**config.mk**
```make
export PLATFORM = sky130hd
export DESIGN_NAME = spa_horner
export DESIGN_NICKNAME = d
export VERILOG_FILES = /design/src/hdl/spa_pkg.sv /design/src/hdl/spa_horner.sv
export SDC_FILE = /design/constraint.sdc
export NUM_CORES = 2
export LEC_CHECK = 0
export BUFFER_PORTS_ARGS = -buffer_cell sky130_fd_sc_hd__buf_2
export CORE_MARGIN = 2
export CORE_UTILIZATION = 60
export DETAILED_ROUTE_END_ITERATION = 16
export PLACE_DENSITY = 0.78
export SETUP_SLACK_MARGIN = 0.05
export SYNTH_ARGS = -nofsm -noshare
export SYNTH_HDL_FRONTEND = slang
export SYNTH_SLANG_ARGS = --single-unit
```
**constraint.sdc**
```tcl
create_clock -name i_clk -period 16.53 [get_ports i_clk]
set_clock_uncertainty 0.15 [all_clocks]
set_input_delay 1.653 -clock i_clk [delete_from_list [all_inputs] [get_ports i_clk]]
set_output_delay 1.653 -clock i_clk [all_outputs]
set_load 0.01 [all_outputs]
```
**src/hdl/spa_pkg.sv**
```systemverilog
// ----------------------------------------------------------------------------
// spa_pkg
// shared constants, widths and the polynomial pipeline beat type for the
// fixed-point sine core
// ----------------------------------------------------------------------------
package spa_pkg;

    localparam int ANGLE_FRAC_BITS_DEF  = 24;
    localparam int RESULT_FRAC_BITS_DEF = 30;

    localparam int ANGLE_W  = 32;
    localparam int SINE_W   = 32;
    localparam int RED_BITS  = 44;
    localparam int POLY_BITS = 31;

    // widths of the reduction and polynomial datapath
    localparam int K_W   = 16;
    localparam int R_W   = 48;
    localparam int M_W   = 47;
    localparam int X_W   = 32;
    localparam int X2_W  = 33;
    localparam int ACC_W = 34;
    localparam int MAG_W = ACC_W - 1;

    localparam logic signed [30:0]      INV_TWO_PI_Q32 = 31'sd683565276;
    localparam logic signed [R_W-1:0]   TWO_PI_Q44     = 48'sd110534964875444;
    localparam logic [M_W-1:0]          PI_Q44         = 47'd55267482437722;
    localparam logic [M_W-1:0]          HALF_PI_Q44    = 47'd27633741218861;

    localparam logic signed [ACC_W-1:0] K1  = 34'sd2147483648;
    localparam logic signed [ACC_W-1:0] K3  = -34'sd357913939;
    localparam logic signed [ACC_W-1:0] K5  = 34'sd17895689;
    localparam logic signed [ACC_W-1:0] K7  = -34'sd426076;
    localparam logic signed [ACC_W-1:0] K9  = 34'sd5910;
    localparam logic signed [ACC_W-1:0] K11 = -34'sd51;

    localparam int HORNER_N = 5;
    localparam logic signed [ACC_W-1:0] HORNER_COEF [HORNER_N] = '{K9, K7, K5, K3, K1};

    typedef struct packed {
        logic [X_W-1:0]           x;
        logic [X2_W-1:0]          x2;
        logic                     neg;
        logic signed [ACC_W-1:0]  acc;
    } t_poly;

endpackage

```
**src/hdl/spa_horner.sv**
```systemverilog
// ----------------------------------------------------------------------------
// spa_horner
// one horner step, acc <= coef + x2 * acc, product rounded to nearest with
// ties away from zero, in four pipeline stages
// ----------------------------------------------------------------------------
module spa_horner #(
    parameter logic signed [spa_pkg::ACC_W-1:0] COEF = spa_pkg::K9
) (
    input  logic           i_clk,
    input  logic           i_rst_n,
    input  logic           i_vld,
    output logic           o_rdy,
    input  spa_pkg::t_poly i_data,
    output logic           o_vld,
    input  logic           i_rdy,
    output spa_pkg::t_poly o_data
);
    import spa_pkg::*;

    localparam int N_STG  = 4;
    localparam int PROD_W = X2_W + MAG_W;
    localparam logic [PROD_W:0] P_RND = (PROD_W+1)'(1) << (POLY_BITS - 1);

    logic [N_STG-1:0] r_vld;
    logic [N_STG-1:0] n_rdy;
    logic [N_STG-1:0] n_vld_in;

    t_poly               r0_p, r1_p, r2_p, r3_p;
    logic                r0_aneg, r1_aneg, r2_aneg;
    logic [MAG_W-1:0]    r0_mag, r2_q;
    logic [PROD_W-1:0]   r1_prod;

    logic signed [ACC_W-1:0] n_qs;
    t_poly                   n_p;

    always_comb begin
        n_rdy[N_STG-1] = !r_vld[N_STG-1] || i_rdy;
        for (int s = N_STG - 2; s >= 0; s--) begin
            n_rdy[s] = !r_vld[s] || n_rdy[s+1];
        end
    end

    assign n_vld_in = {r_vld[N_STG-2:0], i_vld};

    always_ff @(posedge i_clk) begin
        if (!i_rst_n) begin
            r_vld <= '0;
        end else begin
            for (int s = 0; s < N_STG; s++) begin
                if (n_rdy[s]) begin
                    r_vld[s] <= n_vld_in[s];
                end
            end
        end
    end

    assign n_qs = $signed({1'b0, r2_q});

    always_comb begin
        n_p     = r2_p;
        n_p.acc = r2_aneg ? (COEF - n_qs) : (COEF + n_qs);
    end

    // sign-magnitude multiply so the rounding is symmetric about zero
    always_ff @(posedge i_clk) begin
        if (n_rdy[0]) begin
            r0_p    <= i_data;
            r0_aneg <= i_data.acc[ACC_W-1];
            r0_mag  <= MAG_W'(i_data.acc[ACC_W-1] ? -i_data.acc : i_data.acc);
        end
        if (n_rdy[1]) begin
            r1_p    <= r0_p;
            r1_aneg <= r0_aneg;
            r1_prod <= r0_p.x2 * r0_mag;
        end
        if (n_rdy[2]) begin
            r2_p    <= r1_p;
            r2_aneg <= r1_aneg;
            r2_q    <= MAG_W'(({1'b0, r1_prod} + P_RND) >> POLY_BITS);
        end
        if (n_rdy[3]) begin
            r3_p <= n_p;
        end
    end

    assign o_rdy  = n_rdy[0];
    assign o_vld  = r_vld[N_STG-1];
    assign o_data = r3_p;

endmodule

```
# Word-level counts from Yosys, hierarchy flattened
# Cells that the tools add are included.
# word_totals
input_bits	104
ff_bits	435
out_inout_bits	102
word_cells	38
# op_classes
n_mux	2
n_reduce_logical	8
addsub	4
multipliers	1
# ops
op	n
adder 64 x 31 -> 64 bit (second input constant)	1
multiplier 33 x 33 -> 64 bit	1
adder 13 x 33 -> 34 bit (first input constant)	1
2-to-1 mux 34 bit	1
subtractor 13 x 33 -> 34 bit (first input constant)	1
2-to-1 mux 33 bit	1
negation 33 bit	1
logical NOT 1 bit	4
logical OR 1 bit	4

# Longest topological paths before layout
# logic_depth
depth_word	5
depth_mapped	28
ltp_nobuf	27

# Least setup slack after synthesis
# Ideal clock, no wire load.
# synth_path
kind	register to register
start	reg r0_mag[0]
end	reg r1_prod[61] (data pin)
setup_time_ns	0.274
required_time_ns	16.106
synth_period_minus_slack_ns	7.631
setup_slack_ns	8.899
n_path_buf	1
arrival_time_ns	7.208
stages_incl_launch_ff	28
path_cell_list	edfxtp_1 -> clkbuf_1 -> and2_1 -> fa_1 -> inv_1 -> fa_1 -> inv_1 -> fa_1 -> inv_1 -> fa_1 -> inv_1 -> fa_1 -> inv_1 -> fa_1 -> inv_1 -> fa_1 -> inv_1 -> fa_1 -> inv_1 -> ha_1 -> and3_1 -> a311oi_1 -> o221ai_1 -> a221oi_1 -> o2111ai_1 -> a41oi_1 -> o41ai_1 -> xor2_1
# synth_via
elab_chain_cells	1
# synth_rtl
element	line	text
start: declaration	spa_horner.sv:30	logic [MAG_W-1:0] r0_mag, r2_q;
start signal: assignment	spa_horner.sv:69	r0_mag <= MAG_W'(i_data.acc[ACC_W-1] ? -i_data.acc : i_data.acc);
multiplier 33 x 33 -> 64 bit	spa_horner.sv:74	r1_prod <= r0_p.x2 * r0_mag;
end signal: assignment	spa_horner.sv:74	
end: declaration	spa_horner.sv:31	logic [PROD_W-1:0] r1_prod;
# Every way passes these cells.
# A chain may end at the register's enable or synchronous reset.

# Final worst setup path
# layout_path
start	reg r0_p[55] in the netlist's numbering
end	reg r1_prod[60] (data pin)
# layout_via
elab_chain_cells	1
# layout_rtl
element	line	text
start: declaration	spa_horner.sv:28	t_poly r0_p, r1_p, r2_p, r3_p;
start signal: assignment	spa_horner.sv:67	r0_p <= i_data;
multiplier 33 x 33 -> 64 bit	spa_horner.sv:74	
# Every way passes these cells.

==> impl_metrics.env <==
export IMPL_tmin_final_ps=8822
export IMPL_finish_utilization_pct=65.15
export IMPL_critical_path_top_cell_by_count="sky130_fd_sc_hd__fa_1"
export IMPL_global_route_wire_length_before_repair_um=194700
export IMPL_worstReg2RegStart="r0_p[55]"
export IMPL_yosys_area_top_type_share_pct=38.93
export IMPL_post_route_cells_drive_above_1_share_pct=7.442
export IMPL_drv_max_cap_violation_count=0
export IMPL_use_met3_pct=5.820
export IMPL_synth_seq_cells=405
export IMPL_critical_path_startpoint="r0_p[55]"
export IMPL_result_of_the_run="complete, no violations"
export IMPL_ys_async_sr_fraction_pct=0
export IMPL_ios=206
export IMPL_cts_buffers=44
export IMPL_r2r_end="r1_prod[60]"
export IMPL_drc=0
export IMPL_groute_usage_overall_pct=29.77
export IMPL_post_syn_area_um2=49170
export IMPL_netlist_instances=4697
export IMPL_cts_root_to_sink_buffers=3
export IMPL_synth_sequential_area_ratio_pct=24.65
export IMPL_slowest_delay_ps=960
export IMPL_drt_pass1_iterations=5
export IMPL_port_buffer_count=205
export IMPL_cts_max_level=2
export IMPL_floorplan_core_area_um2=80810
export IMPL_critical_path_n_buffers_inverters=3
export IMPL_gp_congestion=0.9152
export IMPL_endpoint_kind="flip-flop"
export IMPL_arrival_ps=9000
export IMPL_synthMostInstantiatedCell="sky130_fd_sc_hd__inv_1"
export IMPL_min_delay_worst_endpoint="o_data[73]"
export IMPL_max_slew_headroom_pct=31.56
export IMPL_reg2regPathDepth=22
export IMPL_synthTopCellsByArea="sky130_fd_sc_hd__fa_1 39%, sky130_fd_sc_hd__edfxtp_1 24%, sky130_fd_sc_hd__inv_1 7.9%, sky130_fd_sc_hd__and2_1 7.0%, sky130_fd_sc_hd__ha_1 6.4%"
export IMPL_setup_violations_final=0
export IMPL_detailroute_via_count=33284
export IMPL_cts_root_buf="sky130_fd_sc_hd__clkbuf_16"
export IMPL_floorplan_die_area_um2=84250
export IMPL_worst_hold_startpoint="n_p[73]"
export IMPL_first_global_vias=36614
export IMPL_syn_num_nets=6009
export IMPL_tightest_slew_ps=1027
export IMPL_worstSetupStartpointType="flip-flop"
export IMPL_worstPathMaxFanout=20
export IMPL_grt_max_degree=63
export IMPL_die_width_um=290.3
export IMPL_min_path_cells=0
export IMPL_synth_area_per_cell_um2=10.47
export IMPL_start_util_pct=60.84
export IMPL_grt_util_met2_pct=51.19
export IMPL_average_routed_wire_per_standard_cell_um=20.55
export IMPL_cts_sinks=405
export IMPL_final_min_period_over_clock_period_pct=53.37
export IMPL_groute_layer_met1_usage_pct=35.91
export IMPL_worst_path_cell_trace="nand2_1, fa_1, fa_1, fa_1, fa_1, inv_1, fa_1, fa_1, fa_1, inv_1, fa_1, inv_1, ha_1, a21oi_1, o21ai_0, a311oi_1, o211ai_1, a31oi_1, o21ai_1, a311oi_1, o31ai_1, xor2_1"
export IMPL_fmax_mhz=113.4
export IMPL_clkSlewWorstSetupHoldPaths_ps=70
export IMPL_globalRoute_totalOverflow=0
export IMPL_hpwlAfterDp_um=90670
export IMPL_unrepaired_setup_endpoints_after_global_routing="no"
export IMPL_rows=104
export IMPL_totalNegativeSetupSlack_ps=0
export IMPL_worst_hold_path_class="flip-flop to flip-flop"
export IMPL_area_growth_synth_to_final_pct=7.082
export IMPL_wl_um=121000
export IMPL_timing_critical_path_slowest_stage_cell="sky130_fd_sc_hd__edfxtp_1"
export IMPL_hold_worst_slack_ps=252.7
export IMPL_design_final_nets=6105
export IMPL_report_final_slew_viol_count=0
export IMPL_synthDominantAreaCellType="sky130_fd_sc_hd__fa_1"
export IMPL_count_of_warnings_emitted_by_yosys=0
export IMPL_busiest_layer="met2"
export IMPL_via_per_inst=5.656
export IMPL_post_cts_resized=0
export IMPL_worstPathRequired_ps=16710
export IMPL_detailedRoute_firstIterationViolations=2345
export IMPL_clock_latency_reported_for_the_late_side_of_the_worst_skew_pair_ps=640
export IMPL_post_synth_edffs=401
export IMPL_number_of_antenna_violations_at_the_first_check_in_global_routing=2
export IMPL_synth_ff_type="sky130_fd_sc_hd__edfxtp_1"
export IMPL_critical_path_class="flip-flop to flip-flop"
export IMPL_rrSetupSlack_ps=7710
export IMPL_post_cts_buffers=0
export IMPL_synth_common_cells="1041 x sky130_fd_sc_hd__inv_1, 956 x sky130_fd_sc_hd__fa_1, 625 x sky130_fd_sc_hd__nand2_1"
export IMPL_route_antenna_remaining_nets=0
export IMPL_worst_path_dominant_cell_family="adder cells"
export IMPL_cts_tree="built"
export IMPL_post_synth_num_cell_types=65
export IMPL_hold_viol_final=0
export IMPL_postCtsHoldBufs=0
export IMPL_floorplan_die_height_um=290.3
cell usage in the layout, fill, tap and decap left out, types with 6 or more instances in the layout:
master	instances
sky130_fd_sc_hd__buf_2	205
sky130_fd_sc_hd__nor3_1	22
sky130_fd_sc_hd__o31ai_1	10
sky130_fd_sc_hd__buf_4	72
sky130_fd_sc_hd__nand4_1	24
sky130_fd_sc_hd__a31oi_1	8
sky130_fd_sc_hd__o21bai_1	10
sky130_fd_sc_hd__clkbuf_16	44
sky130_fd_sc_hd__nand3_1	31
sky130_fd_sc_hd__o41ai_1	8
sky130_fd_sc_hd__nor2b_1	9
sky130_fd_sc_hd__and2_1	549
sky130_fd_sc_hd__ha_1	252
sky130_fd_sc_hd__clkinv_2	11
sky130_fd_sc_hd__o211ai_1	8
sky130_fd_sc_hd__a21oi_1	87
sky130_fd_sc_hd__o21a_1	12
sky130_fd_sc_hd__nand2_1	623
sky130_fd_sc_hd__or3_1	7
sky130_fd_sc_hd__xor2_1	36
sky130_fd_sc_hd__o21ai_1	18
sky130_fd_sc_hd__xnor2_1	101
sky130_fd_sc_hd__nor4_1	6
sky130_fd_sc_hd__o21ai_0	58
sky130_fd_sc_hd__nor2_1	67
sky130_fd_sc_hd__fa_1	956
sky130_fd_sc_hd__a21o_1	37
sky130_fd_sc_hd__clkinv_1	7
sky130_fd_sc_hd__and3_1	15
sky130_fd_sc_hd__edfxtp_1	401
sky130_fd_sc_hd__inv_1	1039
through the flow:
stage          std cells  setup slack (ps)  cell area, um2
2_1_floorplan       4697              8899           49170
3_3_place_gp        5807              7986           51230
6_report            5885              7708           52650
3_5_place_dp        5807              7817           51230
4_1_cts             5884              7804           52650
5_1_grt             5884              7351           52650
per-layer routing:
metal	part of all wire, %	vias up
li1	-	14329
met3	8.2	412
met1	36	17021
met4	5.7	2
met2	50	1520
met5	0.015	-
worst max path at each step:
| stage | depth (start not counted) | slack, ps | to |
|---|---|---|---|
| after floorplan | 27 | 8900 | r1_prod[61] |
| after global placement | 27 | 7990 | r1_prod[61] |
| after detailed placement | 23 | 7820 | r1_prod[60] |
| after CTS | 25 | 7800 | r1_prod[60] |
| after global routing | 22 | 7350 | r1_prod[60] |
| final | 22 | 7710 | r1_prod[60] |
layout make-up:
type	count	area, um2
well taps	1060	1326
fillers	6291	28160
inverters	1042	3916
clock buffers	49	1120
flip-flops and latches	405	12120
multi-input cells	3023	32300
diodes	1	2.502
clock inverters	28	299.0
repair buffers	277	1567
kinds of logic after synthesis:
kind of cell,synth area share [%]
compound gates,3.940
simple gates,13.90
fa+ha+maj,45.34
xor+xnor,2.441
flops,24.65
mux,0.04072
buf+inv,9.688
sequential cells by signal (all words and copies together) (netlist names):
register / cells
o_data: 100
n_p: 66
r2_q: 33
r_vld: 4
r1_aneg: 1
r2_aneg: 1
r0_mag: 33
r0_p: 66
r1_prod: 34
r1_p: 66
r0_aneg: 1
Power is not shown: default switching activity piles up to over one toggle a cycle in this logic, so the estimate is an artifact.
