### src/hdl/spa_pkg.sv
// ----------------------------------------------------------------------------
// spa_pkg
// shared constants, widths and the polynomial pipeline beat type for the
// fixed-point sine core
// ----------------------------------------------------------------------------
package spa_pkg;

    localparam int ANGLE_FRAC_BITS_DEF  = 24;
    localparam int RESULT_FRAC_BITS_DEF = 30;

    localparam int ANGLE_W  = 32;
    localparam int SINE_W   = 32;
    localparam int RED_BITS  = 44;
    localparam int POLY_BITS = 31;

    // widths of the reduction and polynomial datapath
    localparam int K_W   = 16;
    localparam int R_W   = 48;
    localparam int M_W   = 47;
    localparam int X_W   = 32;
    localparam int X2_W  = 33;
    localparam int ACC_W = 34;
    localparam int MAG_W = ACC_W - 1;

    localparam logic signed [30:0]      INV_TWO_PI_Q32 = 31'sd683565276;
    localparam logic signed [R_W-1:0]   TWO_PI_Q44     = 48'sd110534964875444;
    localparam logic [M_W-1:0]          PI_Q44         = 47'd55267482437722;
    localparam logic [M_W-1:0]          HALF_PI_Q44    = 47'd27633741218861;

    localparam logic signed [ACC_W-1:0] K1  = 34'sd2147483648;
    localparam logic signed [ACC_W-1:0] K3  = -34'sd357913939;
    localparam logic signed [ACC_W-1:0] K5  = 34'sd17895689;
    localparam logic signed [ACC_W-1:0] K7  = -34'sd426076;
    localparam logic signed [ACC_W-1:0] K9  = 34'sd5910;
    localparam logic signed [ACC_W-1:0] K11 = -34'sd51;

    localparam int HORNER_N = 5;
    localparam logic signed [ACC_W-1:0] HORNER_COEF [HORNER_N] = '{K9, K7, K5, K3, K1};

    typedef struct packed {
        logic [X_W-1:0]           x;
        logic [X2_W-1:0]          x2;
        logic                     neg;
        logic signed [ACC_W-1:0]  acc;
    } t_poly;

endpackage

### src/hdl/spa_output.sv
// ----------------------------------------------------------------------------
// spa_output
// final multiply by x, clamp below zero, rounding to the result format,
// saturation at one and the sign, in five pipeline stages
// ----------------------------------------------------------------------------
module spa_output #(
    parameter int RESULT_FRAC_BITS = spa_pkg::RESULT_FRAC_BITS_DEF
) (
    input  logic                              i_clk,
    input  logic                              i_rst_n,
    input  logic                              i_vld,
    output logic                              o_rdy,
    input  spa_pkg::t_poly                    i_data,
    output logic                              o_vld,
    input  logic                              i_rdy,
    output logic signed [spa_pkg::SINE_W-1:0] o_sine
);
    import spa_pkg::*;

    localparam int N_STG  = 5;
    localparam int PROD_W = X_W + MAG_W;
    localparam int Y_W    = PROD_W - POLY_BITS;
    localparam int RS     = POLY_BITS - RESULT_FRAC_BITS;
    localparam logic [PROD_W:0] P_RND   = (PROD_W+1)'(1) << (POLY_BITS - 1);
    localparam logic [Y_W:0]    RES_RND = (Y_W+1)'(1) << (RS - 1);
    localparam logic [Y_W-1:0]  ONE     = Y_W'(1) << RESULT_FRAC_BITS;

    logic [N_STG-1:0] r_vld;
    logic [N_STG-1:0] n_rdy;
    logic [N_STG-1:0] n_vld_in;

    logic                r0_aneg, r1_aneg;
    logic                r0_neg, r1_neg, r2_neg, r3_neg;
    logic [X_W-1:0]      r0_x;
    logic [MAG_W-1:0]    r0_mag;
    logic [PROD_W-1:0]   r1_prod;
    logic [Y_W-1:0]      r2_y, r3_res;
    logic signed [SINE_W-1:0] r4_sine;

    logic [Y_W-1:0] n_sat;

    always_comb begin
        n_rdy[N_STG-1] = !r_vld[N_STG-1] || i_rdy;
        for (int s = N_STG - 2; s >= 0; s--) begin
            n_rdy[s] = !r_vld[s] || n_rdy[s+1];
        end
    end

    assign n_vld_in = {r_vld[N_STG-2:0], i_vld};

    always_ff @(posedge i_clk) begin
        if (!i_rst_n) begin
            r_vld <= '0;
        end else begin
            for (int s = 0; s < N_STG; s++) begin
                if (n_rdy[s]) begin
                    r_vld[s] <= n_vld_in[s];
                end
            end
        end
    end

    assign n_sat = (r3_res > ONE) ? ONE : r3_res;

    always_ff @(posedge i_clk) begin
        if (n_rdy[0]) begin
            r0_x    <= i_data.x;
            r0_neg  <= i_data.neg;
            r0_aneg <= i_data.acc[ACC_W-1];
            r0_mag  <= MAG_W'(i_data.acc[ACC_W-1] ? -i_data.acc : i_data.acc);
        end
        if (n_rdy[1]) begin
            r1_prod <= r0_x * r0_mag;
            r1_aneg <= r0_aneg;
            r1_neg  <= r0_neg;
        end
        if (n_rdy[2]) begin
            // a negative polynomial value clamps to zero
            r2_y   <= r1_aneg ? '0 : Y_W'(({1'b0, r1_prod} + P_RND) >> POLY_BITS);
            r2_neg <= r1_neg;
        end
        if (n_rdy[3]) begin
            r3_res <= Y_W'(({1'b0, r2_y} + RES_RND) >> RS);
            r3_neg <= r2_neg;
        end
        if (n_rdy[4]) begin
            r4_sine <= SINE_W'(r3_neg ? -n_sat : n_sat);
        end
    end

    assign o_rdy  = n_rdy[0];
    assign o_vld  = r_vld[N_STG-1];
    assign o_sine = r4_sine;

endmodule

### config.mk
export PLATFORM = sky130hd
export DESIGN_NAME = spa_output
export DESIGN_NICKNAME = d
export VERILOG_FILES = /design/src/hdl/spa_pkg.sv /design/src/hdl/spa_output.sv
export SDC_FILE = /design/constraint.sdc
export NUM_CORES = 2
export LEC_CHECK = 0
export BUFFER_PORTS_ARGS = -buffer_cell sky130_fd_sc_hd__buf_2
export CELL_PAD_IN_SITES_DETAIL_PLACEMENT = 1
export CELL_PAD_IN_SITES_GLOBAL_PLACEMENT = 1
export CORE_MARGIN = 3
export CORE_UTILIZATION = 40
export DETAILED_ROUTE_END_ITERATION = 6
export PLACE_DENSITY = 0.71
export SKIP_LAST_GASP = 1
export SLEW_MARGIN = 20
export SYNTH_ARGS = -nofsm -noshare
export SYNTH_HDL_FRONTEND = slang
export SYNTH_SLANG_ARGS = --single-unit
### constraint.sdc
create_clock -name i_clk -period 8.4 [get_ports i_clk]
set_input_delay 1.68 -clock i_clk [delete_from_list [all_inputs] [get_ports i_clk]]
set_output_delay 1.68 -clock i_clk [all_outputs]
set_load 0.05 [all_outputs]
; Word level (Yosys, flattened, before mapping)
; Cells that the tools add are included.
[totals]
ff_bits = 241
out_inout_bits = 34
in_bits = 104
elab_cells = 36
[classes]
reduce_logical = 10
mux = 3
add_sub_neg = 4
n_lt_le_gt_ge = 1
mul = 1
[op_table]
columns = cell, count
row1 = $add 65x31->65 const B, 1
row2 = $mul 32x33->65, 1
row3 = $mux 32, 2
row4 = $add 34x1->35 const B, 1
row5 = $gt 34x31->1 const B, 1
row6 = $mux 33, 1
row7 = $neg 33->33, 1
row8 = $neg 32->32, 1
row9 = $logic_not 1->1, 5
row10 = $logic_or 1x1->1, 5

; Longest topological paths before layout
[logic_depth]
ltp_word = 6
depth_mapped = 26
mapped_depth_nobuf = 24

; Least setup slack after synthesis
; OpenSTA, ideal clock, no wires.
[synth_timing]
path_kind = register to register
startpoint = register r0_x[8]
endpoint = register r1_prod[51] (data pin)
required_time_ns = 8.140
setup_time_ns = 0.260
t_arrival_ns = 7.035
path_stages_with_launch = 25
setup_slack_ns = 1.105
period_less_slack_ns = 7.295
path_buffers = 2
path_cell_list = edfxtp_1 clkbuf_1 and2_1 fa_1 fa_1 inv_1 fa_1 fa_1 inv_1 fa_1 fa_1 fa_1 inv_1 fa_1 inv_1 ha_1 clkbuf_1 and4_1 nand4_1 a2111o_1 a311oi_1 a211oi_1 o21ai_1 a21boi_0 xnor2_1
[synth_via]
elab_chain_cells = 1
[synth_rtl]
columns = item, line_no
row1 = from (decl), spa_output.sv:34  ; logic [X_W-1:0] r0_x;
row2 = from (signal assigned), spa_output.sv:67  ; r0_x <= i_data.x;
row3 = $mul 32x33->65, spa_output.sv:73  ; r1_prod <= r0_x * r0_mag;
row4 = to (signal assigned), spa_output.sv:73
row5 = to (decl), spa_output.sv:36  ; logic [PROD_W-1:0] r1_prod;
; No other way between the ends.
; A chain may end at the register's enable or synchronous reset.

; Final worst setup path
[layout_timing]
startpoint = register r0_mag[22]
endpoint = register r1_prod[58] (data pin)
[layout_via]
elab_chain_cells = 1
[layout_rtl]
columns = item, line_no
row1 = from (decl), spa_output.sv:35  ; logic [MAG_W-1:0] r0_mag;
row2 = from (signal assigned), spa_output.sv:70  ; r0_mag <= MAG_W'(i_data.acc[ACC_W-1] ? -i_data.acc : i_data.acc);
row3 = $mul 32x33->65, spa_output.sv:73
; No other way between the ends.

==> impl_results.md <==
* Status: complete, no violations
* Area of the die at 110800 um2
* Max frequency at 125.1 MHz
* Post-Syn Area per Cell at 9.563 um2
* Clock slew at reported path FFs at 0.06 ns
* Utilization after layout at ~44%
* Data required time at the worst endpoint at between 8 and 9 ns
* Number of global-route vias before repair at ~35000
* I/O pin cnt at 138
* Most frequently used flop master after synthesis: sky130_fd_sc_hd__edfxtp_1
* Later-pin clock latency in the skew report at about 0.62 ns
* Number of storage elements in the synthesis netlist at between 200 and 250
* Iteration-0 DRC Markers at 1572
* Post-synth EDFFs at 206
* Element type at the critical path start: flop
* Layout Skew at 0.03874 ns
* PortBufs at 104
* Number of nets at the end of the flow at 5844
* Post-route setup TNS at 0 ns
* Number of maximum-capacitance constraint violations at 0
* Routed vias/inst at 5.109
* Max Slew Vio Count at 0
* Remaining global-route overflow at 0
* Buffer levels on the longest clock path at 3
* Floorplan die height at roughly 330 um
* Post-synthesis async set-or-reset flop share at 0%
* Worst hold-check slack at 0.4189 ns
* First-pass GRT wire length at 193.9 mm
* Hold buffer count at CTS at 0
* TritonCTS clock tree: done
* Endpoint class of the critical path: flop
* Share of final-layout standard cells stronger than drive strength 1 at 7.263%
* Final weighted congestion of routability-driven global placement at 0.8585
* Detailed-router iteration count before antenna repair at 5
* Capture point of the worst reg-to-reg path: r1_prod[58]
* Number of hold-slack violations in the final timing report at 0
* DRC errors left at 0
* CP Max Fanout at 11
* Time the worst path needs with I/O delays and setup at 7.996 ns
* Count of synthesis-stage warnings from yosys at 0
* Summed instance area of the synthesized netlist at 42740 um2
* Initial antenna violation count at 2
* Number of distinct standard cells referenced by the synthesized netlist at 62
* Most area-consuming cells after synthesis: sky130_fd_sc_hd__fa_1 43%, sky130_fd_sc_hd__edfxtp_1 14%, sky130_fd_sc_hd__inv_1 8.3%, sky130_fd_sc_hd__ha_1 7.8%, sky130_fd_sc_hd__and2_1 7.2%
* Clock root cell: sky130_fd_sc_hd__clkbuf_16
* Cell Rows at approximately 120
* Mapped Nets at 5763
* Cell depth of the worst hold path at 0
* Area added between synthesis and finish at 8.991%
* Start of the worst register-to-register path: r0_mag[22]
* Initial cell density of the core at 40.43%
* Post-synthesis sequential area ratio at 14.71%
* Cell taking the most area after synthesis: sky130_fd_sc_hd__fa_1
* Count of cells along the worst register-to-register path at 26
* Share of the synthesized area in the top cell type at 43.33%
* Unrepaired setup endpoints after global routing: false
* Num CTS Buffers at 27
* Data arrival at the endpoint of the critical path at 8.30 ns
* Number of endpoints failing setup at the final stage at 0
* Core Box Area at 105700 um2
* Floorplan die width at 332.9 um
* Total length of routed wires at 119.2 mm
* Detail Placement HPWL at ~100 mm
* Number of instances in the synthesized netlist at 4469
* Clock sink count at between 200 and 250
* Gr usage total at between 20% and 30%
* Pin count of the biggest net entering global routing at 55
* Type of the most critical hold path: reg -> reg
* DR WL/cell at 19.98 um
* Endpoint of the worst hold-timing path: r2_neg
* Setup slack of the most critical reg-to-reg path at between 0.4 and 0.5 ns
* Type of the worst setup path: reg -> reg
* Startpoint of the tightest hold check path: r1_neg
* H-tree levels at 1
* Part of the cycle the worst path needs at 95.19%
* Transition at the pin with the smallest max-transition slack at 1.099 ns
* Antenna Violating Nets Remaining at 0
* Via count at 30460
* Worst rel slew slack at 26.66%
## placed cells by master, fill, tap and decap left out, types with 11 or more instances in the layout
| cell type | n |
|---|---|
| sky130_fd_sc_hd__inv_1 | 949 |
| sky130_fd_sc_hd__fa_1 | 925 |
| sky130_fd_sc_hd__nand2_1 | 690 |
| sky130_fd_sc_hd__and2_1 | 490 |
| sky130_fd_sc_hd__ha_1 | 265 |
| sky130_fd_sc_hd__edfxtp_1 | 206 |
| sky130_fd_sc_hd__buf_4 | 155 |
| sky130_fd_sc_hd__buf_2 | 104 |
| sky130_fd_sc_hd__nor2_1 | 103 |
| sky130_fd_sc_hd__a21oi_1 | 99 |
| sky130_fd_sc_hd__xnor2_1 | 82 |
| sky130_fd_sc_hd__xor2_1 | 62 |
| sky130_fd_sc_hd__o21ai_0 | 55 |
| sky130_fd_sc_hd__nand3_1 | 42 |
| sky130_fd_sc_hd__nand4_1 | 33 |
| sky130_fd_sc_hd__clkbuf_16 | 27 |
| sky130_fd_sc_hd__nor3_1 | 26 |
| sky130_fd_sc_hd__and3_1 | 19 |
| sky130_fd_sc_hd__or3_1 | 19 |
| sky130_fd_sc_hd__buf_12 | 19 |
| sky130_fd_sc_hd__o31ai_1 | 17 |
| sky130_fd_sc_hd__a21o_1 | 12 |
| sky130_fd_sc_hd__nor4_1 | 11 |
## cell usage after synthesis, types with 55 or more instances
cell type,number
sky130_fd_sc_hd__inv_1,949
sky130_fd_sc_hd__fa_1,925
sky130_fd_sc_hd__nand2_1,690
sky130_fd_sc_hd__and2_1,490
sky130_fd_sc_hd__ha_1,265
sky130_fd_sc_hd__clkbuf_1,222
sky130_fd_sc_hd__edfxtp_1,206
sky130_fd_sc_hd__nor2_1,103
sky130_fd_sc_hd__a21oi_1,99
sky130_fd_sc_hd__xnor2_1,82
sky130_fd_sc_hd__xor2_1,62
sky130_fd_sc_hd__o21ai_0,55
## critical path, cell delays in order (launching register included)
cell and delay, ns:
sky130_fd_sc_hd__edfxtp_1 0.80, sky130_fd_sc_hd__and2_1 0.25, sky130_fd_sc_hd__fa_1 0.45, sky130_fd_sc_hd__fa_1 0.60
sky130_fd_sc_hd__inv_1 0.10, sky130_fd_sc_hd__fa_1 0.47, sky130_fd_sc_hd__fa_1 0.55, sky130_fd_sc_hd__inv_1 0.06
sky130_fd_sc_hd__fa_1 0.56, sky130_fd_sc_hd__fa_1 0.43, sky130_fd_sc_hd__fa_1 0.59, sky130_fd_sc_hd__inv_1 0.07
sky130_fd_sc_hd__fa_1 0.47, sky130_fd_sc_hd__inv_1 0.04, sky130_fd_sc_hd__ha_1 0.28, sky130_fd_sc_hd__buf_4 0.15
sky130_fd_sc_hd__a21oi_1 0.18, sky130_fd_sc_hd__o21ai_0 0.15, sky130_fd_sc_hd__a21oi_1 0.18, sky130_fd_sc_hd__o311ai_0 0.13
sky130_fd_sc_hd__buf_4 0.17, sky130_fd_sc_hd__a211oi_1 0.19, sky130_fd_sc_hd__buf_4 0.20, sky130_fd_sc_hd__o21bai_1 0.08
sky130_fd_sc_hd__buf_4 0.15, sky130_fd_sc_hd__a21oi_1 0.20, sky130_fd_sc_hd__o211ai_1 0.14
## routing by layer
layer / vias up / part of all wire (%) / global-route usage, %
met5: - / 0.011 / 0
met2: 665 / 48 / 37.19
met1: 16050 / 44 / 29.70
met4: 2 / 2.7 / 5.682
li1: 13570 / - / -
met3: 179 / 5.6 / 4.108
## cell families (layout without fill, tap and decap cells)
family          after synthesis  after routing  synth area share, %
xor+xnor                    144            144                2.951
buf+inv                    1175           1277                10.32
flops                       211            211                14.71
simple gates               1477           1477                16.91
mux                           1              1              0.02342
compound gates              271            271                3.993
fa+ha+maj                  1190           1190                51.09
other cells                   0              1                    0
## layout make-up
cell class | count | area (um2)
Antenna cell | 1 | 2.502
Clock inverter | 19 | 177.7
Tap cell | 1391 | 1740
Multi-Input combinational cell | 3083 | 32050
Fill cell | 12140 | 59140
Clock buffer | 31 | 690.7
Sequential cell | 211 | 6286
Timing Repair Buffer | 278 | 2064
Inverter | 949 | 3562
## repair_timing
| action | CTS | global route |
|---|---|---|
| endpoints found under the setup margin | 0 | 8 |
| gates resized for setup | 0 | 1 |
| setup buffers | 0 | 16 |
## registers in the layout, summed over array words and instances (netlist names)
name and count:
r1_prod 35, r2_y 34, r3_res 34, r0_mag 33
o_sine 32, r0_x 32, r_vld 5, r0_aneg 1
r0_neg 1, r1_aneg 1, r1_neg 1, r2_neg 1
r3_neg 1
## how the worst max path moves through the flow
| stage | startpoint | endpoint | slack, ns | depth (start not counted) |
|---|---|---|---|---|
| finish | r0_mag[22] | r1_prod[58] | 0.40 | 26 |
| global route | r0_x[14] | r1_prod[57] | 0.02 | 24 |
| detailed placement | r0_mag[17] | r1_prod[51] | 0.29 | 24 |
| CTS | r0_mag[17] | r1_prod[55] | 0.25 | 24 |
| global placement | r0_x[21] | r1_prod[51] | 0.36 | 21 |
| floorplan | r0_x[8] | r1_prod[51] | 1.11 | 24 |
## through the flow
stage	cell area (um2)	setup slack (ns)	std cells
finish	46580	0.4037	5963
global route	46580	0.02279	5962
CTS	46340	0.2460	5946
detailed placement	45470	0.2943	5896
global placement	45470	0.3557	5896
floorplan	42740	1.105	4469
Power is not shown: default switching activity piles up to over one toggle a cycle in this logic, so the estimate is an artifact.
