### src/hdl/spa_pkg.sv
// ----------------------------------------------------------------------------
// spa_pkg
// shared constants, widths and the polynomial pipeline beat type for the
// fixed-point sine core
// ----------------------------------------------------------------------------
package spa_pkg;

    localparam int ANGLE_FRAC_BITS_DEF  = 24;
    localparam int RESULT_FRAC_BITS_DEF = 30;

    localparam int ANGLE_W  = 32;
    localparam int SINE_W   = 32;
    localparam int RED_BITS  = 44;
    localparam int POLY_BITS = 31;

    // widths of the reduction and polynomial datapath
    localparam int K_W   = 16;
    localparam int R_W   = 48;
    localparam int M_W   = 47;
    localparam int X_W   = 32;
    localparam int X2_W  = 33;
    localparam int ACC_W = 34;
    localparam int MAG_W = ACC_W - 1;

    localparam logic signed [30:0]      INV_TWO_PI_Q32 = 31'sd683565276;
    localparam logic signed [R_W-1:0]   TWO_PI_Q44     = 48'sd110534964875444;
    localparam logic [M_W-1:0]          PI_Q44         = 47'd55267482437722;
    localparam logic [M_W-1:0]          HALF_PI_Q44    = 47'd27633741218861;

    localparam logic signed [ACC_W-1:0] K1  = 34'sd2147483648;
    localparam logic signed [ACC_W-1:0] K3  = -34'sd357913939;
    localparam logic signed [ACC_W-1:0] K5  = 34'sd17895689;
    localparam logic signed [ACC_W-1:0] K7  = -34'sd426076;
    localparam logic signed [ACC_W-1:0] K9  = 34'sd5910;
    localparam logic signed [ACC_W-1:0] K11 = -34'sd51;

    localparam int HORNER_N = 5;
    localparam logic signed [ACC_W-1:0] HORNER_COEF [HORNER_N] = '{K9, K7, K5, K3, K1};

    typedef struct packed {
        logic [X_W-1:0]           x;
        logic [X2_W-1:0]          x2;
        logic                     neg;
        logic signed [ACC_W-1:0]  acc;
    } t_poly;

endpackage

### src/hdl/spa_reduce.sv
// ----------------------------------------------------------------------------
// spa_reduce
// range reduction to [-pi, pi], sign split, reflection about pi/2 and the
// square of the reduced angle, as a nine-stage pipeline
// ----------------------------------------------------------------------------
module spa_reduce #(
    parameter int ANGLE_FRAC_BITS = spa_pkg::ANGLE_FRAC_BITS_DEF
) (
    input  logic                               i_clk,
    input  logic                               i_rst_n,
    input  logic                               i_vld,
    output logic                               o_rdy,
    input  logic signed [spa_pkg::ANGLE_W-1:0] i_angle,
    output logic                               o_vld,
    input  logic                               i_rdy,
    output spa_pkg::t_poly                     o_data
);
    import spa_pkg::*;

    localparam int N_STG   = 9;
    localparam int PROD_W  = ANGLE_W + 31;
    localparam int SH      = 32 + ANGLE_FRAC_BITS;
    localparam int K_OFF   = 1 << (62 - SH);
    localparam int RED_SH  = RED_BITS - ANGLE_FRAC_BITS;
    localparam int X_SH    = RED_BITS - POLY_BITS;
    localparam logic [63:0]   U_BIAS   = 64'd1 << 62;
    localparam logic [SH-1:0] HALF_REM = {1'b1, {(SH-1){1'b0}}};
    localparam logic [R_W-1:0] X_RND   = R_W'(1) << (X_SH - 1);
    localparam logic [64:0]   SQ_RND   = 65'd1 << (POLY_BITS - 1);

    logic [N_STG-1:0] r_vld;
    logic [N_STG-1:0] n_rdy;
    logic [N_STG-1:0] n_vld_in;

    logic signed [PROD_W-1:0]  r0_prod;
    logic signed [ANGLE_W-1:0] r0_angle, r1_angle, r2_angle;
    logic signed [K_W-1:0]     r1_k;
    logic signed [63:0]        r2_kp;
    logic signed [R_W-1:0]     r3_r;
    logic                      r4_neg, r5_neg, r6_neg, r7_neg;
    logic [M_W-1:0]            r4_m, r5_m;
    logic [X_W-1:0]            r6_x, r7_x;
    logic [63:0]               r7_sq;
    t_poly                     r8_p;

    logic signed [63:0] n_pext;
    logic [63:0]        n_u;
    logic               n_up;
    logic [K_W:0]       n_kw;
    logic signed [63:0] n_r;
    logic [M_W-1:0]     n_m;
    logic               n_neg;

    // per-stage ready, a stage takes a beat when empty or when it drains
    always_comb begin
        n_rdy[N_STG-1] = !r_vld[N_STG-1] || i_rdy;
        for (int s = N_STG - 2; s >= 0; s--) begin
            n_rdy[s] = !r_vld[s] || n_rdy[s+1];
        end
    end

    assign n_vld_in = {r_vld[N_STG-2:0], i_vld};

    always_ff @(posedge i_clk) begin
        if (!i_rst_n) begin
            r_vld <= '0;
        end else begin
            for (int s = 0; s < N_STG; s++) begin
                if (n_rdy[s]) begin
                    r_vld[s] <= n_vld_in[s];
                end
            end
        end
    end

    // nearest integer of angle/2pi, ties to even
    always_comb begin
        n_pext = 64'(r0_prod);
        n_u    = $unsigned(n_pext) + U_BIAS;
        n_up   = (n_u[SH-1:0] > HALF_REM) || ((n_u[SH-1:0] == HALF_REM) && n_u[SH]);
        n_kw   = (K_W+1)'(n_u >> SH) + (K_W+1)'(n_up) - (K_W+1)'(K_OFF);
        n_r    = (64'(r2_angle) <<< RED_SH) - r2_kp;
    end

    // fold magnitudes above pi/2 back into the first quadrant
    always_comb begin
        priority if (r4_m > PI_Q44) begin
            n_m   = r4_m - PI_Q44;
            n_neg = !r4_neg;
        end else if (r4_m > HALF_PI_Q44) begin
            n_m   = PI_Q44 - r4_m;
            n_neg = r4_neg;
        end else begin
            n_m   = r4_m;
            n_neg = r4_neg;
        end
    end

    always_ff @(posedge i_clk) begin
        if (n_rdy[0]) begin
            r0_prod  <= i_angle * INV_TWO_PI_Q32;
            r0_angle <= i_angle;
        end
        if (n_rdy[1]) begin
            r1_k     <= $signed(n_kw[K_W-1:0]);
            r1_angle <= r0_angle;
        end
        if (n_rdy[2]) begin
            r2_kp    <= r1_k * TWO_PI_Q44;
            r2_angle <= r1_angle;
        end
        if (n_rdy[3]) begin
            r3_r <= n_r[R_W-1:0];
        end
        if (n_rdy[4]) begin
            r4_neg <= r3_r[R_W-1];
            r4_m   <= M_W'(r3_r[R_W-1] ? -r3_r : r3_r);
        end
        if (n_rdy[5]) begin
            r5_m   <= n_m;
            r5_neg <= n_neg;
        end
        if (n_rdy[6]) begin
            r6_x   <= X_W'((R_W'(r5_m) + X_RND) >> X_SH);
            r6_neg <= r5_neg;
        end
        if (n_rdy[7]) begin
            r7_sq  <= r6_x * r6_x;
            r7_x   <= r6_x;
            r7_neg <= r6_neg;
        end
        if (n_rdy[8]) begin
            r8_p.x   <= r7_x;
            r8_p.x2  <= X2_W'(({1'b0, r7_sq} + SQ_RND) >> POLY_BITS);
            r8_p.neg <= r7_neg;
            r8_p.acc <= K11;
        end
    end

    assign o_rdy  = n_rdy[0];
    assign o_vld  = r_vld[N_STG-1];
    assign o_data = r8_p;

endmodule

### config.mk
export PLATFORM = sky130hd
export DESIGN_NAME = spa_reduce
export DESIGN_NICKNAME = d
export VERILOG_FILES = /design/src/hdl/spa_pkg.sv /design/src/hdl/spa_reduce.sv
export SDC_FILE = /design/constraint.sdc
export NUM_CORES = 2
export LEC_CHECK = 0
export ABC_AREA = 1
export BUFFER_PORTS_ARGS = -buffer_cell sky130_fd_sc_hd__buf_2
export CAP_MARGIN = 15
export CORE_MARGIN = 3
export CORE_UTILIZATION = 40
export CTS_BUF_LIST = sky130_fd_sc_hd__clkbuf_4
export CTS_CLUSTER_SIZE = 16
export DETAILED_ROUTE_END_ITERATION = 8
export SYNTH_ARGS = -nofsm -noshare
export SYNTH_HDL_FRONTEND = slang
export SYNTH_SLANG_ARGS = --single-unit
### constraint.sdc
create_clock -name i_clk -period 8.3 [get_ports i_clk]
set_input_delay 0 -clock i_clk [delete_from_list [all_inputs] [get_ports i_clk]]
set_output_delay 0 -clock i_clk [all_outputs]
set_load 0.02 [all_outputs]
==> Word level (Yosys, flattened, before mapping) <==
Cells that the tools add are included.
{ "totals": {"word_cells": 69, "ff_bits": 548} }
{ "classes": {"n_mux": 4, "eq_ne": 1, "multipliers": 3, "addsub": 9, "n_lt_le_gt_ge": 3, "reduce_logical": 21} }
{ "ops": {"columns": ["op", "n"], "rows": [
  ["45-bit 2-to-1 mux", 2],
  ["64-bit by 31-bit adder with 64-bit output, second input constant", 1],
  ["64-bit by 63-bit adder with 64-bit output, second input constant", 1],
  ["32-bit by 32-bit multiplier with 64-bit output", 1],
  ["32-bit by 29-bit multiplier with 61-bit output, second input constant", 1],
  ["56-bit equality test, second input constant", 1],
  ["56-bit > comparator, second input constant", 1],
  ["48-bit subtractor", 1],
  ["47-bit by 45-bit > comparator with 1-bit output, second input constant", 1],
  ["47-bit by 46-bit > comparator with 1-bit output, second input constant", 1],
  ["47-bit 2-to-1 mux", 1],
  ["47-bit negator", 1],
  ["10-bit by 46-bit multiplier with 46-bit output, second input constant", 1],
  ["45-bit by 13-bit adder with 45-bit output, second input constant", 1],
  ["45-bit subtractor, first input constant", 1],
  ["45-bit subtractor, second input constant", 1],
  ["1-bit logical NOT", 10],
  ["1-bit logical OR", 10],
  ["9-bit by 7-bit subtractor with 10-bit output, second input constant", 1],
  ["8-bit by 1-bit adder with 9-bit output", 1],
  ["1-bit logical AND", 1],
  ["1-bit 2-to-1 mux", 1]
]} }

==> Logic depth before layout (Yosys ltp) <==
{ "logic_depth": {"word_depth": 10, "mapped_depth": 34} }

==> Worst setup path after synthesis <==
No wires, ideal clock.
{ "synth_path": {"path_kind": "register to register", "from": "register r_vld[8]", "to": "register r0_angle[0], enable pin", "path_buffers": 0, "required_time_ns": 7.409, "setup_time_ns": 0.891, "stages_incl_launch_ff": 8, "t_arrival_ns": 7.842, "setup_slack_ns": -0.433, "path_cell_list": "dfxtp_1 nand2_1 nor2_1 nand4_1 nor2_1 nand2_1 nor2_1 nand2_1"} }
{ "synth_between": {"elab_chain_len": 10} }
{ "synth_rtl": {"columns": ["element", "line_no", "source"], "rows": [
  ["start, declared", "spa_reduce.sv:31", "logic [N_STG-1:0] r_vld;"],
  ["start signal, assigned by index", "spa_reduce.sv:70", "r_vld[s] <= n_vld_in[s];"],
  ["1-bit logical NOT", "spa_reduce.sv:56", "n_rdy[N_STG-1] = !r_vld[N_STG-1] || i_rdy;"],
  ["1-bit logical OR", "spa_reduce.sv:56", null],
  ["net n_rdy[8]", "spa_reduce.sv:32", "logic [N_STG-1:0] n_rdy;"],
  ["1-bit logical OR (4 in a row)", "spa_reduce.sv:58", "n_rdy[s] = !r_vld[s] || n_rdy[s+1];"],
  ["net n_rdy[4]", "spa_reduce.sv:32", null],
  ["1-bit logical OR (2 in a row)", "spa_reduce.sv:58", null],
  ["net n_rdy[2]", "spa_reduce.sv:32", null],
  ["1-bit logical OR (2 in a row)", "spa_reduce.sv:58", null],
  ["net o_rdy", "spa_reduce.sv:12", "output logic o_rdy,"],
  ["end signal, assigned", "spa_reduce.sv:102", "r0_angle <= i_angle;"],
  ["end, declared", "spa_reduce.sv:36", "logic signed [ANGLE_W-1:0] r0_angle, r1_angle, r2_angle;"]
]} }
The timed path passes the listed nets, and every way through them passes these cells.
A chain may end at the register's enable or synchronous reset.

==> Worst setup path after layout <==
{ "layout_path": {"from": "register r6_x[23]", "to": "register r7_sq[44] (data pin)"} }
{ "layout_between": {"elab_chain_len": 1} }
{ "layout_rtl": {"columns": ["element", "line_no", "source"], "rows": [
  ["start, declared", "spa_reduce.sv:42", "logic [X_W-1:0] r6_x, r7_x;"],
  ["start signal, assigned", "spa_reduce.sv:124", "r6_x <= X_W'((R_W'(r5_m) + X_RND) >> X_SH);"],
  ["32-bit by 32-bit multiplier with 64-bit output", "spa_reduce.sv:128", "r7_sq <= r6_x * r6_x;"],
  ["end signal, assigned", "spa_reduce.sv:128", null],
  ["end, declared", "spa_reduce.sv:43", "logic [63:0] r7_sq;"]
]} }
Every way passes these cells.

==> flow_summary.json <==
{
  "antenna_found_initial": 5,
  "crit_path_start_kind": "flip-flop",
  "wire_per_inst_um": 18.72,
  "synth_edf_count": 492,
  "period_needed_ns": 7.724,
  "htree_levels": 4,
  "hold_viol_final": 0,
  "synthMostInstantiatedCell": "inv_1",
  "gr-usage-met3_pct": 2.661,
  "use_met1_pct": 30.71,
  "cts_buffer_depth": 3,
  "r2r_cells": 22,
  "r2r-start": "r6_x[23]",
  "relSlewSlack_pct": 25.62,
  "io_buffers": 103,
  "die_width_um": 455.6,
  "ys_ff_latch": 501,
  "area_growth_pct": 7.708,
  "cp_max_fo": 16,
  "route.detailed.drc": 0,
  "grt_max_degree": 76,
  "num_io_pins": 138,
  "vias": 61340,
  "grt_pass1_vias": 66170,
  "cts_buffers": 143,
  "whs_path_depth": 7,
  "clkSinkCount": 501,
  "status": "finished, final reports clean",
  "fin_skew_ns": 0.09937,
  "r2r_setup_slack_ns": 0.58,
  "num_rows": 164,
  "yosysTopAreaCell": "fa_1",
  "slew_violations": 0,
  "coreArea_um2": 200300,
  "die_h_um": 455.6,
  "cts_tree": "yes",
  "dp_hpwl_mm": 201.8,
  "wl_mm": 235.4,
  "synth-main-ff-cell": "edfxtp_1",
  "grt_pass1_wl_mm": 375.8,
  "async_flop_share_pct": 0,
  "cts_root_buf": "clkbuf_4",
  "grt_overflow": 0,
  "synthesis.area_um2": 80860,
  "drive_gt1_share_pct": 4.874,
  "synth_cell_types": 54,
  "worstPathRequired_ns": 9.16,
  "antenna_left": 0,
  "tightest_slew_ns": 1.116,
  "synthTopCellsByArea": "fa_1, edfxtp_1, inv_1, ha_1, nand2_1",
  "drtIter0Drc": 4363,
  "clk-insertion-delay-late_ns": 1.16,
  "worstSetupPathType": "flip-flop to flip-flop",
  "fin_tns_setup_ns": 0,
  "r2r-end": "r7_sq[44]",
  "arrival_ns": 8.58,
  "busiest_layer": "met2",
  "fillers": 20060,
  "hold_end": "r0_prod[33]",
  "fmax_ghz": 0.1295,
  "fin_crit_sh_pct": 93.06,
  "drt_pass1_iterations": 8,
  "seq_area_frac_synth_pct": 18.49,
  "setup_viol": 0,
  "path_clk_slew_ns": 0.06,
  "hold_class": "input pin to flip-flop",
  "fin_nets": 11920,
  "grt_setup_unrepaired": "false",
  "start_util_pct": 40.37,
  "hp-start": "i_angle[30]",
  "yosysWarnings": 0,
  "dieArea_um2": 207600,
  "max_cap_viol_count": 0,
  "use_met2_pct": 39.91,
  "syn_avg_cell_area_um2": 8.457,
  "endpoint_kind": "flip-flop",
  "syn_inst": 9561,
  "place.gp.congestion": 0.9683,
  "synthTopCellsByCount": "inv_1, nand2_1, fa_1",
  "grt_usage_pct": 23.16,
  "vias_per_cell": 4.878,
  "synth_top_area_share_pct": 32.33
}
==> stage by stage <==
| step | area [um^2] | cells | worst slack (ns) | hold WS [ns] | util (%) |
|---|---|---|---|---|---|
| after floorplan | 80980 | 9593 | 0.4650 | 0.09887 | - |
| after global placement | 84630 | 12250 | 0.5118 | 0.2529 | 42.26 |
| after detailed placement | 84630 | 12250 | 0.5409 | 0.2651 | 42.26 |
| after CTS | 87050 | 12560 | 0.4726 | 0.07954 | 43.47 |
| after global routing | 87080 | 12570 | 0.1431 | 0.1756 | 43.48 |
| final | 87090 | 12570 | 0.5758 | 0.1863 | 43.49 |
==> final cells by class <==
| cell class | instances | area, um^2 | area share (%) |
|---|---|---|---|
| Inverter | 2767 | 10390 | 11.93 |
| Sequential cell | 501 | 14950 | 17.17 |
| Tap cell | 2656 | 3323 | 3.816 |
| Clock inverter | 58 | 382.9 | 0.4396 |
| Clock buffer | 188 | 1411 | 1.621 |
| Antenna cell | 9 | 22.52 | 0.02586 |
| Multi-Input combinational cell | 6150 | 54820 | 62.94 |
| Timing Repair Buffer | 245 | 1792 | 2.057 |
==> sequential cells by signal, indices dropped and copies added (netlist names) <==
signal    count
o_data       66
r0_angle     28
r0_prod      60
r1_angle     28
r1_k         10
r2_angle     28
r2_kp        46
r3_r         46
r4_m         45
r4_neg        1
r5_m         33
r5_neg        1
r6_neg        1
r6_x         32
r7_neg        1
r7_sq        34
r7_x         32
r_vld         9
==> critical path, stage by stage (launching register included) <==
cell and delay [ns]:
edfxtp_1 1.06, nand2_1 0.24, xor2_1 0.22, ha_1 0.20
o21bai_1 0.23, fa_1 0.53, fa_1 0.51, inv_1 0.06
fa_1 0.53, inv_1 0.05, fa_1 0.48, fa_1 0.57
fa_1 0.43, fa_1 0.52, ha_1 0.35, a21oi_1 0.19
inv_1 0.06, nor2_1 0.23, nand2_1 0.15, o21ai_0 0.49
nand3_1 0.14, nand2_1 0.09, nand2_1 0.09
==> cells in the final DEF (no fill, tap or decap), types with 8 or more instances in the layout <==
cell type / n
nand3b_1: 16
nor4_1: 29
a21boi_0: 10
diode_2: 9
clkbuf_4: 188
edfxtp_1: 492
nor3_1: 70
xnor2_1: 86
nand2_2: 8
buf_2: 102
nor2_1: 626
dfxtp_1: 9
nand2_1: 1862
a31oi_1: 11
buf_4: 76
dlygate4sd3_1: 63
nand4_1: 96
fa_1: 1306
a21o_1: 11
inv_1: 2751
o21a_1: 12
inv_2: 13
nand3_1: 314
conb_1: 34
clkinv_2: 12
o21bai_1: 46
o21ai_0: 217
xor2_1: 219
a21oi_1: 301
ha_1: 769
or2_2: 16
clkinv_1: 33
o21ai_1: 19
nor2_2: 20
==> timing repair <==
action | 4_1_cts | 5_1_grt
hold buffers | 63 | 0
gates resized for setup | 0 | 0
buffers inserted | 0 | 2
endpoints found under the setup margin | 0 | 1
endpoints found under the hold margin | 124 | 0
==> worst max-delay path by stage <==
stage	from	endpoint	slack [ns]	cells past startpoint
2_1_floorplan	r_vld[8]	r0_angle[0]	0.47	7
3_3_place_gp	r6_x[19]	r7_sq[44]	0.51	25
3_5_place_dp	r6_x[19]	r7_sq[44]	0.54	25
4_1_cts	r6_x[19]	r7_sq[44]	0.47	25
5_1_grt	r6_x[23]	r7_sq[44]	0.14	25
6_report	r6_x[23]	r7_sq[44]	0.58	22
==> layer usage <==
| metal | vias to the layer above | share of wire (%) |
|---|---|---|
| met5 | - | 0.0098 |
| met1 | 30170 | 43 |
| met4 | 4 | 3.0 |
| met3 | 346 | 4.9 |
| li1 | 29140 | - |
| met2 | 1669 | 49 |
==> cell families after synthesis <==
group / count (synthesis) / share of synthesized area [%]
and+or+nand+nor: 3086 / 15.69
buffers and inverters: 2942 / 13.89
adders and majority gates: 2075 / 44.23
AOI/OAI and AO/OA: 649 / 4.365
DFF: 501 / 18.49
xor gates and xnor gates: 305 / 3.304
other: 2 / 0.009288
muxes: 1 / 0.01393
Power is left out: the tool's default activity adds up to more than one toggle a clock period on the data nets, which glitch-free logic cannot reach.
